--- src/rtl/core/bgrg_pkg.sv ---
// bgrg_pkg: shared constants and types for the bgr24 to gray8 row stream core
// no dependencies; imported by the core, gray_row_checker and the testbench
`default_nettype none

package bgrg_pkg;

    // default size register width
    localparam int DIM_BITS_DEFAULT = 12;

    // luma weights, scaled by 1000
    localparam int unsigned COEF_R = 299;
    localparam int unsigned COEF_G = 587;
    localparam int unsigned COEF_B = 114;

    // weighted sum width: 255 * 1000 fits in 18 bits
    localparam int SUM_BITS = 18;

    // divide by 1000 as (sum >> 3) / 125, the latter as multiply and shift
    localparam int DIV_PRE_SHIFT = 3;
    localparam int DIV_IN_BITS   = SUM_BITS - DIV_PRE_SHIFT;
    localparam int RECIP_BITS    = 16;
    localparam int RECIP_SHIFT   = 22;
    localparam logic [RECIP_BITS-1:0] RECIP_125 = 16'd33555;
    localparam int PROD_BITS     = DIV_IN_BITS + RECIP_BITS;

    // configuration register codes, taken from paddr[2]
    localparam logic REG_IMAGE_WIDTH  = 1'b0;
    localparam logic REG_IMAGE_HEIGHT = 1'b1;

    // row bookkeeping that travels with a pixel down the pipeline
    typedef struct packed {
        logic       row_end;
        logic       img_end;
        logic [1:0] pad_cnt;
    } run_info_t;

endpackage

`default_nettype wire

--- src/rtl/core/bgr24_to_gray8_row_stream_core.sv ---
// bgr24_to_gray8_row_stream_core: bmp bgr24 pixel bytes in, gray8 row bytes out
// depends on bgrg_pkg
`default_nettype none

// Takes one source byte per transfer (blue, green, red, then source row padding)
// and returns one gray byte (299R + 587G + 114B) / 1000, rounded down, for each
// red byte. At the end of a row the gray byte is followed by zero to three zero
// bytes that pad the output row to a multiple of four bytes; these leave the
// output register one per cycle while result_stall is low, and while they do the
// pipeline behind it holds. A three-deep pipeline (pixel register, weighted sum
// register, result register) sits between the two sides, so a byte can be taken
// in every cycle, and data_stall rises only when all three hold work and the
// result register cannot empty in this cycle: result_stall is high, or padding
// bytes still follow the byte it holds. data_stall follows result_stall
// combinationally.
// image_width and image_height are to be written over the APB port only while
// the block is idle; the block itself does not enforce this. A value of zero
// acts as one.
module bgr24_to_gray8_row_stream_core
    import bgrg_pkg::*;
#(
    parameter int DIM_BITS = DIM_BITS_DEFAULT
) (
    input  wire logic        clk,
    input  wire logic        rst_n,
    // configuration port
    input  wire logic        psel,
    input  wire logic        penable,
    input  wire logic        pwrite,
    input  wire logic [2:0]  paddr,
    input  wire logic [31:0] pwdata,
    output logic      [31:0] prdata,
    output logic             pready,
    // source byte channel
    input  wire logic        data_valid,
    output logic             data_stall,
    input  wire logic [7:0]  data_byte,
    // result channel
    output logic             result_valid,
    input  wire logic        result_stall,
    output logic      [7:0]  out_byte,
    output logic             is_padding,
    output logic             last_of_run,
    output logic             row_done,
    output logic             image_done
);

    typedef enum logic [1:0] {
        PH_BLUE  = 2'd0,
        PH_GREEN = 2'd1,
        PH_RED   = 2'd2,
        PH_SKIP  = 2'd3
    } phase_t;

    // configuration registers
    logic [DIM_BITS-1:0] width_reg;
    logic [DIM_BITS-1:0] height_reg;
    logic                cfg_write;

    // byte sequencing state
    phase_t              phase_reg,  phase_next;
    logic [7:0]          blue_reg,   blue_next;
    logic [7:0]          green_reg,  green_next;
    logic [DIM_BITS-1:0] col_reg,    col_next;
    logic [DIM_BITS-1:0] row_reg,    row_next;
    logic [1:0]          skip_reg,   skip_next;

    // pipeline stages
    logic                pix_valid_reg;
    logic [7:0]          pix_r_reg, pix_g_reg, pix_b_reg;
    run_info_t           pix_info_reg;
    logic                sum_valid_reg;
    logic [SUM_BITS-1:0] sum_reg;
    run_info_t           sum_info_reg;
    logic                res_valid_reg;
    logic [7:0]          res_byte_reg;
    logic                res_pad_reg;
    logic [1:0]          pads_left_reg;
    logic                res_row_end_reg;
    logic                res_img_end_reg;

    // handshake and datapath helpers
    logic                out_xfer;
    logic                out_free;
    logic                sum_adv;
    logic                pix_adv;
    logic                in_xfer;
    logic                take_red;
    logic [DIM_BITS-1:0] w_eff, h_eff;
    logic [DIM_BITS-1:0] col_inc, row_inc;
    logic                row_end, img_end;
    logic [1:0]          dst_pad, src_pad;
    run_info_t           info_new;
    logic [SUM_BITS-1:0] sum_new;
    logic [PROD_BITS-1:0] quot_prod;
    logic [7:0]          gray;

    // configuration writes and reads
    assign pready    = 1'b1;
    assign cfg_write = psel && penable && pwrite && pready;

    always_ff @(posedge clk or negedge rst_n)
    begin
        if (!rst_n)
        begin
            width_reg  <= DIM_BITS'(1);
            height_reg <= DIM_BITS'(1);
        end
        else if (cfg_write)
        begin
            unique case (paddr[2])
                REG_IMAGE_WIDTH:  width_reg  <= pwdata[DIM_BITS-1:0];
                REG_IMAGE_HEIGHT: height_reg <= pwdata[DIM_BITS-1:0];
                default:          ;
            endcase
        end
    end

    always_comb
    begin
        unique case (paddr[2])
            REG_IMAGE_WIDTH:  prdata = 32'(width_reg);
            REG_IMAGE_HEIGHT: prdata = 32'(height_reg);
            default:          prdata = '0;
        endcase
    end

    // pipeline advance chain, from the result side back to the source side
    assign out_xfer   = res_valid_reg && !result_stall;
    assign out_free   = !res_valid_reg || (out_xfer && (pads_left_reg == 2'd0));
    assign sum_adv    = !sum_valid_reg || out_free;
    assign pix_adv    = !pix_valid_reg || sum_adv;
    assign data_stall = !pix_adv;
    assign in_xfer    = data_valid && !data_stall;
    assign take_red   = in_xfer && (phase_reg == PH_RED);

    // row and image bookkeeping for a red byte
    always_comb
    begin
        w_eff    = (width_reg  == '0) ? DIM_BITS'(1) : width_reg;
        h_eff    = (height_reg == '0) ? DIM_BITS'(1) : height_reg;
        col_inc  = col_reg + DIM_BITS'(1);
        row_inc  = row_reg + DIM_BITS'(1);
        row_end  = (col_inc == '0) || (col_inc >= w_eff);
        img_end  = (row_inc == '0) || (row_inc >= h_eff);
        // output pads to -w mod 4, source pads to -3w mod 4 which is w mod 4
        dst_pad  = 2'(~w_eff[1:0] + 2'd1);
        src_pad  = w_eff[1:0];
        info_new.row_end = row_end;
        info_new.img_end = row_end && img_end;
        info_new.pad_cnt = row_end ? dst_pad : 2'd0;
    end

    // byte phase sequencing
    always_comb
    begin
        phase_next = phase_reg;
        blue_next  = blue_reg;
        green_next = green_reg;
        col_next   = col_reg;
        row_next   = row_reg;
        skip_next  = skip_reg;
        if (in_xfer)
        begin
            unique case (phase_reg)
                PH_BLUE:
                begin
                    blue_next  = data_byte;
                    phase_next = PH_GREEN;
                end
                PH_GREEN:
                begin
                    green_next = data_byte;
                    phase_next = PH_RED;
                end
                PH_RED:
                begin
                    phase_next = PH_BLUE;
                    col_next   = col_inc;
                    if (row_end)
                    begin
                        col_next = '0;
                        row_next = img_end ? '0 : row_inc;
                        if (src_pad != 2'd0)
                        begin
                            skip_next  = src_pad;
                            phase_next = PH_SKIP;
                        end
                    end
                end
                PH_SKIP:
                begin
                    skip_next = skip_reg - 2'd1;
                    if (skip_reg == 2'd1)
                        phase_next = PH_BLUE;
                end
                default: ;
            endcase
        end
    end

    always_ff @(posedge clk or negedge rst_n)
    begin
        if (!rst_n)
        begin
            phase_reg <= PH_BLUE;
            blue_reg  <= '0;
            green_reg <= '0;
            col_reg   <= '0;
            row_reg   <= '0;
            skip_reg  <= '0;
        end
        else
        begin
            phase_reg <= phase_next;
            blue_reg  <= blue_next;
            green_reg <= green_next;
            col_reg   <= col_next;
            row_reg   <= row_next;
            skip_reg  <= skip_next;
        end
    end

    // weighted sum and divide by 1000
    assign sum_new = SUM_BITS'(pix_r_reg) * SUM_BITS'(COEF_R)
                   + SUM_BITS'(pix_g_reg) * SUM_BITS'(COEF_G)
                   + SUM_BITS'(pix_b_reg) * SUM_BITS'(COEF_B);
    assign quot_prod = PROD_BITS'(sum_reg[SUM_BITS-1:DIV_PRE_SHIFT])
                     * PROD_BITS'(RECIP_125);
    assign gray = quot_prod[RECIP_SHIFT +: 8];

    // stage valids and run counter
    always_ff @(posedge clk or negedge rst_n)
    begin
        if (!rst_n)
        begin
            pix_valid_reg <= 1'b0;
            sum_valid_reg <= 1'b0;
            res_valid_reg <= 1'b0;
            pads_left_reg <= '0;
        end
        else
        begin
            if (pix_adv)
                pix_valid_reg <= take_red;
            if (sum_adv)
                sum_valid_reg <= pix_valid_reg;
            if (out_free)
            begin
                res_valid_reg <= sum_valid_reg;
                pads_left_reg <= sum_valid_reg ? sum_info_reg.pad_cnt : 2'd0;
            end
            else if (out_xfer)
                pads_left_reg <= pads_left_reg - 2'd1;
        end
    end

    // stage payloads
    always_ff @(posedge clk)
    begin
        if (take_red)
        begin
            pix_r_reg    <= data_byte;
            pix_g_reg    <= green_reg;
            pix_b_reg    <= blue_reg;
            pix_info_reg <= info_new;
        end
        if (sum_adv && pix_valid_reg)
        begin
            sum_reg      <= sum_new;
            sum_info_reg <= pix_info_reg;
        end
        if (out_free && sum_valid_reg)
        begin
            res_byte_reg    <= gray;
            res_pad_reg     <= 1'b0;
            res_row_end_reg <= sum_info_reg.row_end;
            res_img_end_reg <= sum_info_reg.img_end;
        end
        else if (!out_free && out_xfer)
        begin
            res_byte_reg <= 8'd0;
            res_pad_reg  <= 1'b1;
        end
    end

    // result port
    assign result_valid = res_valid_reg;
    assign out_byte     = res_byte_reg;
    assign is_padding   = res_pad_reg;
    assign last_of_run  = (pads_left_reg == 2'd0);
    assign row_done     = last_of_run && res_row_end_reg;
    assign image_done   = last_of_run && res_img_end_reg;

    // checks
    a_pad_is_zero: assert property (@(posedge clk) disable iff (!rst_n)
        (result_valid && is_padding) |-> (out_byte == 8'd0))
        else $error("padding byte is not zero");

    a_image_ends_row: assert property (@(posedge clk) disable iff (!rst_n)
        (result_valid && image_done) |-> (row_done && last_of_run))
        else $error("image end without row end");

    a_run_continues: assert property (@(posedge clk) disable iff (!rst_n)
        (out_xfer && !last_of_run) |=> (result_valid && is_padding))
        else $error("run cut short before its padding");

    a_stall_needs_full: assert property (@(posedge clk) disable iff (!rst_n)
        data_stall |-> (pix_valid_reg && sum_valid_reg && res_valid_reg))
        else $error("source stalled with room in the pipeline");

endmodule

`default_nettype wire

--- config.mk ---
export PLATFORM = sky130hd
export DESIGN_NAME = bgr24_to_gray8_row_stream_core
export DESIGN_NICKNAME = d
export VERILOG_FILES = /design/src/rtl/core/bgrg_pkg.sv /design/src/rtl/core/bgr24_to_gray8_row_stream_core.sv
export SDC_FILE = /design/constraint.sdc
export NUM_CORES = 1
export LEC_CHECK = 0
export ABC_AREA = 0
export BUFFER_PORTS_ARGS = -buffer_cell sky130_fd_sc_hd__buf_4
export CORE_ASPECT_RATIO = 1.75
export CORE_MARGIN = 2
export CORE_UTILIZATION = 45
export DETAILED_ROUTE_END_ITERATION = 6
export PLACE_DENSITY = 0.7
export SYNTH_ARGS = -nofsm -noshare
export SYNTH_HDL_FRONTEND = slang
export SYNTH_SLANG_ARGS = --single-unit
--- constraint.sdc ---
create_clock -name clk -period 14.7 [get_ports clk]
set_input_delay 4.41 -clock clk [delete_from_list [all_inputs] [get_ports clk]]
set_output_delay 4.41 -clock clk [all_outputs]
set_load 0.01 [all_outputs]
==> impl_results.md, run 1 <==
* CTS tree: built
* Post-Synth Adder-Cell Area at 40.16%
* Compound-Gate Fraction of Synth Area at 7.297%
* Multiplexer area fraction after synthesis at 3.844%
* Clk buf depth at 2
* Iteration-0 DRC Markers at 227
* Max Clk Rate at 101.7 MHz
* CTS Buf Count at 17
* Period minus WS final at 9836 ps
* Antenna Violating Nets Remaining at 0
* Synth Area in XOR/XNOR at 3.423%
* Clk root buf: clkbuf_16
* Worst slew pin tran at 933.1 ps
* Worst setup SP type: input pin
* Sequential-to-total area share from yosys stat at 27.84%
* Critical Path Max Stage Delay at 290 ps
* Top delay family on crit path: buffers and inverters
* TritonRoute pass-1 iters at 4
* Hold_ws at 419.6 ps
* CTS clock-pin slew for the worst setup and hold paths at 60 ps
* Residual DRC count at 0
* Starting Density at 45.73%
* Arrival time at the worst endpoint at 5430 ps
* Slew headroom at 37.79%
* Global Route Usage Sum at 18.10%
* CP max stage cell: a21boi_0
* Largest net degree at the start of global routing at 71
* Crit share post-route at 66.91%
* GPL Wtd Cong at 0.8622
* Vias/cell at 5.041
* Main combinational cell family by area after synthesis: adder cells
* Clock Skew at 12.86 ps
* Share of post-route cells with drive strength above 1 at 11.39%
* Final layout net count at 1,683
* GR Overflow Total at 0
* Antenna violations before repair at 0
* Synth Cell Area at 12,790 sq um
* Critical-path cell list: buf_4, inv_1, a21boi_0, nand3_1, inv_1, buf_4
* Syn. warnings at 0
* CTS Sinks at 131
* Non-Filler Instances at 1,672
* # resized after CTS at 0
* TNS Setup at 0 ps
* CTS Hold Bufs at 0
* Antenna fix cells at 0
* Vias at 8,428
* Vias in the first global route at 9,298
* Crit Path Category: input pin to primary output
* Yosys reg bits at 131
* Synth Area in Simple Gates at 7.404%
* Final Max Slew Viols at 0
* CORE AREA at 27,970 sq um
* Die Y at 227.0 microns
* Fill count at 2,554
* Placed cell count at 1,640
* CP Buf/Inv Count at 4
* DP Wirelength at 21,230 microns
* DR WL/cell at 15.15 microns
* Async S/R FF share, synth at 55.73%
* Max-cap violations at 0
* Port buffer count at 53
* Max reg flops at 15
* Setup Fix Bufs, Post-CTS at 0
* Top Ports at 97
* H-tree depth at 4
* Crit end category: primary output
* Die Width at 131.5 microns
* Post-Syn Instances at 1,228
* Synth unique cells at 67
* Number of enable flip-flop cells after synthesis at 57
* Skew-Pair Late Insertion Delay at 440 ps
* Avg Cell Area, Syn at 10.42 sq um
* Outcome: finished clean
* First-pass GRT wire length at 42,420 microns
* Hold Path Class: flip-flop to flip-flop
* Unrepaired setup endpoints after global routing: no
* Max FO, Critical Path at 5
* Area delta synth->final at 10.41%
* DIE AREA at 29,840 sq um
* Routed WL at 25,330 microns
* Worst EP required at 10,290 ps
* Hold Violations, Final at 0
* Row count at 81
* Final number of setup-violating endpoints at 0
* Synth Flop Type: dfrtp_1
==> cell type report <==
class	count	area (sq um)	share of cell area [%]
Multi-Input combinational cell	800	8026	56.83
Sequential cell	131	3561	25.21
Inverter	280	1051	7.442
Tap cell	373	466.7	3.304
Clock buffer	17	425.4	3.012
Timing Repair Buffer	56	420.4	2.977
Clock inverter	15	172.7	1.223
==> stage by stage <==
stage               cell area (sq um)  util, %  setup WS, ps
floorplan                       12860        -          5305
global placement                13530    48.35          4871
detailed placement              13530    48.35          4867
CTS                             14120    50.49          4858
global route                    14120    50.49          4743
finish                          14120    50.49          4864
==> layout by cell type, fill, tap and decap left out, types with 8 or more instances in the layout <==
master | synthesis | final
conb_1 | 2 | 21
nor2b_1 | 8 | 8
dfrtp_1 | 71 | 71
xor2_1 | 21 | 21
buf_4 | 21 | 56
nand3_1 | 18 | 18
o21ai_0 | 53 | 53
o21bai_1 | 8 | 8
edfxtp_1 | 57 | 57
ha_1 | 241 | 241
xnor2_1 | 29 | 29
a21o_1 | 8 | 8
inv_1 | 280 | 280
mux2_2 | 41 | 41
a21oi_1 | 42 | 42
clkbuf_16 | 0 | 17
nand2_1 | 68 | 68
nor2_1 | 36 | 36
nand2b_1 | 13 | 13
fa_1 | 106 | 106
==> cells in the mapped netlist, drive strengths merged (2+ instances only) <==
master  count  area share [%]
ha        241              24
nand4b      2            0.14
edfxtp     57              13
o21ai      54             2.1
dfstp       2            0.41
dfrtp      71              14
and2        4            0.20
nor2       38             1.2
nor4        4            0.20
a211oi      3            0.18
mux2i       3            0.23
o41ai       3            0.32
nand4       8            0.44
o221ai      2            0.14
a221oi      2            0.14
clkbuf      9            0.26
conb        2           0.059
nor3        9            0.43
nand2      68             2.0
o31ai       7            0.41
a41oi       2            0.14
nand2b     13            0.64
o21a        3            0.18
o21bai      8            0.47
inv       280             8.2
a21oi      42             1.6
and3        5            0.28
buf        27             1.5
or3         4            0.23
xor2       21             1.4
mux2       41             3.6
a31oi       2           0.098
nor2b       8            0.39
fa        106              17
a21o        8            0.47
nand3      21            0.94
or2         3            0.15
xnor2      29             2.0
==> routing by layer <==
layer | up-vias | routed length, microns | global-route usage (%)
li1 | 4102 | - | -
met1 | 4116 | 8477 | 15.76
met2 | 129 | 14760 | 37.48
met3 | 81 | 559 | 2.605
met4 | 0 | 1537 | 11.89
met5 | - | 0 | 0
==> kinds of logic after synthesis <==
family                     Yosys count
other                                2
xor gates and xnor gates            50
and+or+nand+nor                    190
AOI/OAI and AO/OA                  148
muxes                               44
buffers and inverters              316
DFF                                131
adders and majority gates          347
==> path summary, 6_finish.rpt <==
path | startpoint | to | slack, ps | cells after the start
setup / recovery | result_stall | data_stall | 4860 | 6
hold / removal | pix_info_reg[0] | sum_info_reg[0] | 420 | 0
setup reg to reg | pix_b_reg[0] | sum_reg[15] | 8160 | 22
hold reg to reg | pix_info_reg[0] | sum_info_reg[0] | 420 | 0
max in group asynchronous | rst_n | width_reg[10] | 9840 | 2
min in group asynchronous | rst_n | green_reg[0] | 3770 | 1
==> worst reg2reg max path: cells and delay by family, from the launching register on <==
kind	cells	cell delay [ps]
adders and majority gates	10	4070
and+or+nand+nor	1	310
xor gates and xnor gates	2	280
DFF	1	470
buffers and inverters	4	180
AOI/OAI and AO/OA	5	980
Power of run 1 is left out: the tool's default activity adds up to more than one toggle a clock period on the data nets, which glitch-free logic cannot reach.
==> inputs of run 2 (changes only) <==
==> constraint.sdc (replaced) <==
create_clock -name clk -period 9.8 [get_ports clk]
set_input_delay 2.94 -clock clk [delete_from_list [all_inputs] [get_ports clk]]
set_output_delay 2.94 -clock clk [all_outputs]
set_load 0.01 [all_outputs]
==> impl_results.md, run 2 (same netlist as run 1, synthesis figures left out) <==
* Outcome: finished clean
* R2R setup slack at 3320 ps (-4840 ps)
* Area of the multi-input gates at 8026 sq um (unchanged)
* Worst slew pin tran at 945.4 ps (+12.33 ps)
* Critical-path cell list: buf_4, inv_1, a21boi_0, nand3_1, inv_1, buf_4
* Max FO, Critical Path at 5 (unchanged)
* FF+latch area at 3561 sq um (unchanged)
* Row count at 81 (unchanged)
* Max reg flops at 15 (unchanged)
* Worst EP required at 6860 ps (-3430 ps)
* Hold Path Class: flip-flop to flip-flop
* Die Y at 227.0 microns (unchanged)
* R2R depth at 22 (unchanged)
* Most common cell after layout, fill and taps aside: inv_1
* Clock Skew at 11.92 ps (-0.9410 ps)
* CTS Hold Bufs at 0 (unchanged)
* Crit share post-route at 70.26%
* Port buffer count at 53 (unchanged)
* CTS Sinks at 131 (unchanged)
* CORE AREA at 27,970 sq um (unchanged)
* Final Max Slew Viols at 0 (unchanged)
* Iteration-0 DRC Markers at 225 (-0.88%)
* Final layout net count at 1,683 (unchanged)
* CTS Buf Count at 17 (unchanged)
* Antenna violations before repair at 0 (unchanged)
* Crit end category: primary output
* H-tree depth at 4 (unchanged)
* Setup Fix Bufs, Post-CTS at 0 (unchanged)
* Hold depth at 0 (unchanged)
* Area delta synth->final at 10.29%
* Vias in the first global route at 9,018 (-3.0%)
* Residual DRC count at 0 (unchanged)
* Antenna Violating Nets Remaining at 0 (unchanged)
* Crit Path Category: input pin to primary output
* Share of post-route cells with drive strength above 1 at 11.39% (unchanged)
* CTS tree: built
* Vias/cell at 5.057 (+0.33%)
* DP Wirelength at 21,180 microns (-0.27%)
* GPL Wtd Cong at 0.8723 (+1.2%)
* Clk root buf: clkbuf_16
* CTS clock-pin slew for the worst setup and hold paths at 60 ps (about the same)
* Clk buf depth at 2 (unchanged)
* Max Clk Rate at 145.2 MHz
* Max-cap violations at 0 (unchanged)
* TNS Setup at 0 ps (unchanged)
* DR WL/cell at 15.07 microns (-0.53%)
* Top Ports at 97 (unchanged)
* Routed WL at 25,200 microns (-0.53%)
* Fill count at 2,580 (+1.0%)
* GR Overflow Total at 0 (unchanged)
* Global Route Usage Sum at 17.76% (-0.34 points)
* Skew-Pair Late Insertion Delay at 440 ps (about the same)
* Worst setup SP type: input pin
* Die Width at 131.5 microns (unchanged)
* Placed Area at 13,530 sq um (unchanged)
* Starting Density at 45.73% (unchanged)
* Largest net degree at the start of global routing at 72 (+1.4%)
* CP max stage cell: a21boi_0
* TritonRoute pass-1 iters at 4 (unchanged)
* Critical Path Max Stage Delay at 290 ps (about the same)
* Hold Violations, Final at 0 (unchanged)
* DIE AREA at 29,840 sq um (unchanged)
* Hold_ws at 426.2 ps (+6.663 ps)
* Design area at 14,110 sq um (-0.11%)
* Final number of setup-violating endpoints at 0 (unchanged)
* Commonest non-fill, non-tap cells in the layout: inv_1 (280), ha_1 (241), fa_1 (106)
* # resized after CTS at 0 (unchanged)
* First-pass GRT wire length at 41,670 microns (-1.8%)
* Arrival time at the worst endpoint at 3950 ps (-1480 ps)
* Period minus WS final at 6886 ps
* Vias at 8,456 (+0.33%)
* Unrepaired setup endpoints after global routing: no
* Slew headroom at 36.97% (-0.82 points)
* Antenna fix cells at 0 (unchanged)
## run 2: cell types whose count changed in the layout (fill, tap and decap cells not counted), sizes merged
cell | previous run | this run
clkinv | 3 | 6
inv | 287 | 284
clkbuf | 17 | 18
clkinvlp | 3 | 2
## run 2: layer usage
metal  share of wire [%]  vias up  GRT usage, %
met5                   0        -             0
met3                 2.2       72         2.672
met4                 5.4        0         10.87
met1                  33     4149         15.79
met2                  59      120         36.68
li1                    -     4115             -
## run 2: final timing paths
kind,start,to
max,result_stall,data_stall
min,pix_info_reg[3],sum_info_reg[3]
max reg2reg,pix_b_reg[0],sum_reg[17]
min reg2reg,pix_info_reg[3],sum_info_reg[3]
max in group asynchronous,rst_n,width_reg[10]
min in group asynchronous,rst_n,green_reg[1]
## run 2: per-stage QoR
step	setup slack, ps	std cells	util (%)
2_1_floorplan	3345	1247	-
3_3_place_gp	2905	1640	48.35
3_5_place_dp	2922	1640	48.35
4_1_cts	2899	1672	50.44
5_1_grt	2743	1672	50.44
6_report	2914	1672	50.44
## run 2: final cells by class
cell class                      count  area share (%)
Clock buffer                       18           3.042
Clock inverter                     14           1.091
Inverter                          280           7.449
Multi-Input combinational cell    800           56.89
Sequential cell                   131           25.24
Tap cell                          373           3.308
Timing Repair Buffer               56           2.980
## run 2: worst max-delay path, delay by kind of cell
family,cells,cell delay (ps)
AOI/OAI and AO/OA,1,290
buffers and inverters,4,420
and+or+nand+nor,1,290
Power of run 2 is left out for the same reason.
==> inputs of run 3 (changes only) <==
--- a/config.mk
+++ b/config.mk
@@ -5,13 +5,13 @@
 export SDC_FILE = /design/constraint.sdc
 export NUM_CORES = 1
 export LEC_CHECK = 0
-export ABC_AREA = 0
+export ABC_AREA = 1
 export BUFFER_PORTS_ARGS = -buffer_cell sky130_fd_sc_hd__buf_4
 export CORE_ASPECT_RATIO = 1.75
 export CORE_MARGIN = 2
 export CORE_UTILIZATION = 45
 export DETAILED_ROUTE_END_ITERATION = 6
-export PLACE_DENSITY = 0.7
+export PLACE_DENSITY = 0.69
 export SYNTH_ARGS = -nofsm -noshare
 export SYNTH_HDL_FRONTEND = slang
 export SYNTH_SLANG_ARGS = --single-unit
==> constraint.sdc (replaced) <==
create_clock -name clk -period 6.6 [get_ports clk]
set_input_delay 1.98 -clock clk [delete_from_list [all_inputs] [get_ports clk]]
set_output_delay 1.98 -clock clk [all_outputs]
set_load 0.01 [all_outputs]
==> impl_results.md, run 3 <==
* Outcome: finished clean
* DP Wirelength at 25,310 microns (+20%)
* Vias in the first global route at 10,970 (+22%)
* Hold Path Class: flip-flop to flip-flop
* CP max stage cell: fa_1
* Die Y at 236.2 microns (+4.0%)
* Arrival time at the worst endpoint at 6300 ps (+2350 ps)
* Routed WL at 30,080 microns (+19%)
* Cell taking the most area after synthesis: ha_1
* DIE AREA at 32,290 sq um (+8.2%)
* TNS Setup at 0 ps (unchanged)
* Share of post-route cells with drive strength above 1 at 7.282% (-4.1 points)
* Async S/R FF share, synth at 55.73% (unchanged)
* Sequential-to-total area share from yosys stat at 25.68% (-2.2 points)
* Post-Syn Instances at 1,623 (+32%)
* Yosys reg bits at 131 (unchanged)
* Starting Density at 45.42% (-0.31 points)
* Synth Flop Type: dfrtp_1
* Final number of setup-violating endpoints at 0 (unchanged)
* Vias at 10,350 (+22%)
* Count leader, synth: inv_1
* Worst slew pin tran at 1086 ps (+140.1 ps)
* # resized after CTS at 0 (unchanged)
* TritonRoute pass-1 iters at 5 (+1)
* Period minus WS final at 6133 ps
* Crit end category: flip-flop
* Final layout net count at 2,073 (+23%)
* Number of enable flip-flop cells after synthesis at 57 (unchanged)
* Commonest cells in the synthesized netlist: inv_1 (386), nand2_1 (278), ha_1 (241), fa_1 (106), nor2_1 (98)
* Setup Fix Bufs, Post-CTS at 0 (unchanged)
* DR WL met3 at 563 microns (+2.2%)
* Row count at 85 (+4.9%)
* CTS clock-pin slew for the worst setup and hold paths at 60 ps (about the same)
* Worst setup SP type: flip-flop
* Crit share post-route at 92.93%
* Max FO, Critical Path at 5 (unchanged)
* Residual DRC count at 0 (unchanged)
* Syn. warnings at 0 (unchanged)
* CTS tree: built
* First-pass GRT wire length at 50,370 microns (+21%)
* Area delta synth->final at 9.467%
* Unrepaired setup endpoints after global routing: no
* Max Clk Rate at 163.0 MHz
* Fill count at 2,872 (+11%)
* Antenna fix cells at 0 (unchanged)
* Max reg flops at 15 (unchanged)
* GR Overflow Total at 0 (unchanged)
* Avg Cell Area, Syn at 8.543 sq um (-18%)
* Clk root buf: clkbuf_16
* Met2 routed WL at 17,540 microns (+18%)
* Synth top area cells: ha_1 (22%), fa_1 (15%), dfrtp_1 (13%)
* Port buffer count at 53 (unchanged)
* Die Width at 136.7 microns (+4.0%)
* Iteration-0 DRC Markers at 417 (+85%)
* CTS Sinks at 131 (unchanged)
* Worst EP required at 6770 ps (-90 ps)
* H-tree depth at 4 (unchanged)
* Hold Violations, Final at 0 (unchanged)
* CORE AREA at 30,520 sq um (+9.1%)
* Synth Cell Area at 13,860 sq um (+8.4%)
* Antenna Violating Nets Remaining at 0 (unchanged)
* GPL Wtd Cong at 0.9458 (+8.4%)
* Top-area cell type share of the netlist area at 21.75% (-1.8 points)
* Max-cap violations at 0 (unchanged)
* Final Max Slew Viols at 0 (unchanged)
* CTS Buf Count at 17 (unchanged)
* Slew headroom at 26.86% (-10 points)
* Vias/cell at 4.977 (-1.6%)
* Crit Path Category: flip-flop to flip-flop
* Global Route Usage Sum at 19.97% (+2.2 points)
* Skew-Pair Late Insertion Delay at 440 ps (about the same)
* Antenna violations before repair at 0 (unchanged)
* Top delay family on crit path: adder cells
* Synth unique cells at 44 (-34%)
* DR WL/cell at 14.46 microns (-4.0%)
* Clock Skew at 11.67 ps (-0.2451 ps)
* Clk buf depth at 2 (unchanged)
* Critical Path Max Stage Delay at 560 ps (+270 ps)
* CP Buf/Inv Count at 5 (+1)
* Top Ports at 97 (unchanged)
* Highest Signal Layer: met4
* CTS Hold Bufs at 0 (unchanged)
* Most common cell after layout, fill and taps aside: inv_1
* M1 wire length at 10,450 microns (+24%)
* Commonest non-fill, non-tap cells in the layout: inv_1 (386), nand2_1 (278), ha_1 (241)
* Largest net degree at the start of global routing at 74 (+2.8%)
run 3: metrics by stage:
step | utilization [%] | instance area (sq um) | hold slack (ps) | std cells | setup slack, ps
2_1_floorplan | - | 13940 | 400.3 | 1642 | 918.5
3_5_place_dp | 47.75 | 14570 | 404.5 | 2048 | 478.6
4_1_cts | 49.72 | 15180 | 416.3 | 2080 | 475.1
3_3_place_gp | 47.75 | 14570 | 401.6 | 2048 | 522.1
5_1_grt | 49.72 | 15180 | 426.0 | 2080 | 77.20
6_report | 49.72 | 15180 | 417.5 | 2080 | 466.7
run 3: worst register-to-register path, cell delays in order (launching register included):
cell	delay, ps
edfxtp_1	470
fa_1	560
inv_1	50
fa_1	470
inv_1	40
ha_1	290
ha_1	230
fa_1	410
a21oi_1	160
o21bai_1	130
nand2_1	90
a21oi_1	60
nor2_1	130
xor2_1	160
inv_1	80
ha_1	270
inv_1	40
fa_1	390
fa_1	510
inv_1	40
ha_1	360
a21o_1	200
a21oi_1	110
o21ai_0	120
a21oi_1	130
o21ai_0	180
xor2_1	190
run 3: final cells by class:
class,instances,area [sq um],share of cell area [%]
well taps,391,489.2,3.223
clock buffers,19,432.9,2.852
multi-input cells,1085,8666,57.10
clock inverters,13,170.2,1.121
flip-flops and latches,131,3561,23.46
inverters,387,1453,9.571
repair buffers,54,405.4,2.671
run 3: path summary, 6_finish.rpt:
path / startpoint / end / slack, ps / cells after the start
worst max-delay path: pix_b_reg[0] / sum_reg[16] / 470 / 26
worst min-delay path: pix_info_reg[2] / sum_info_reg[2] / 420 / 0
worst max register to register: pix_b_reg[0] / sum_reg[16] / 470 / 26
worst min register to register: pix_info_reg[2] / sum_info_reg[2] / 420 / 0
max in group asynchronous: rst_n / blue_reg[2] / 4260 / 1
min in group asynchronous: rst_n / col_reg[9] / 1670 / 1
run 3: kinds of logic (layout without fill, tap and decap cells):
group / Yosys count / in the layout / synth area share (%)
AOI/OAI and AO/OA: 203 / 203 / 8.311
xor gates and xnor gates: 24 / 24 / 1.570
adders and majority gates: 347 / 347 / 37.05
buffers and inverters: 426 / 473 / 12.33
DFF: 131 / 131 / 25.68
other: 2 / 21 / 0.05417
and+or+nand+nor: 490 / 490 / 15.00
run 3: per-layer routing:
metal,GRT usage [%],vias to the layer above
met5,0,-
met4,11.24,0
met3,2.364,91
met2,40.06,172
met1,18.53,4891
li1,-,5199
Power of run 3 is left out for the same reason.
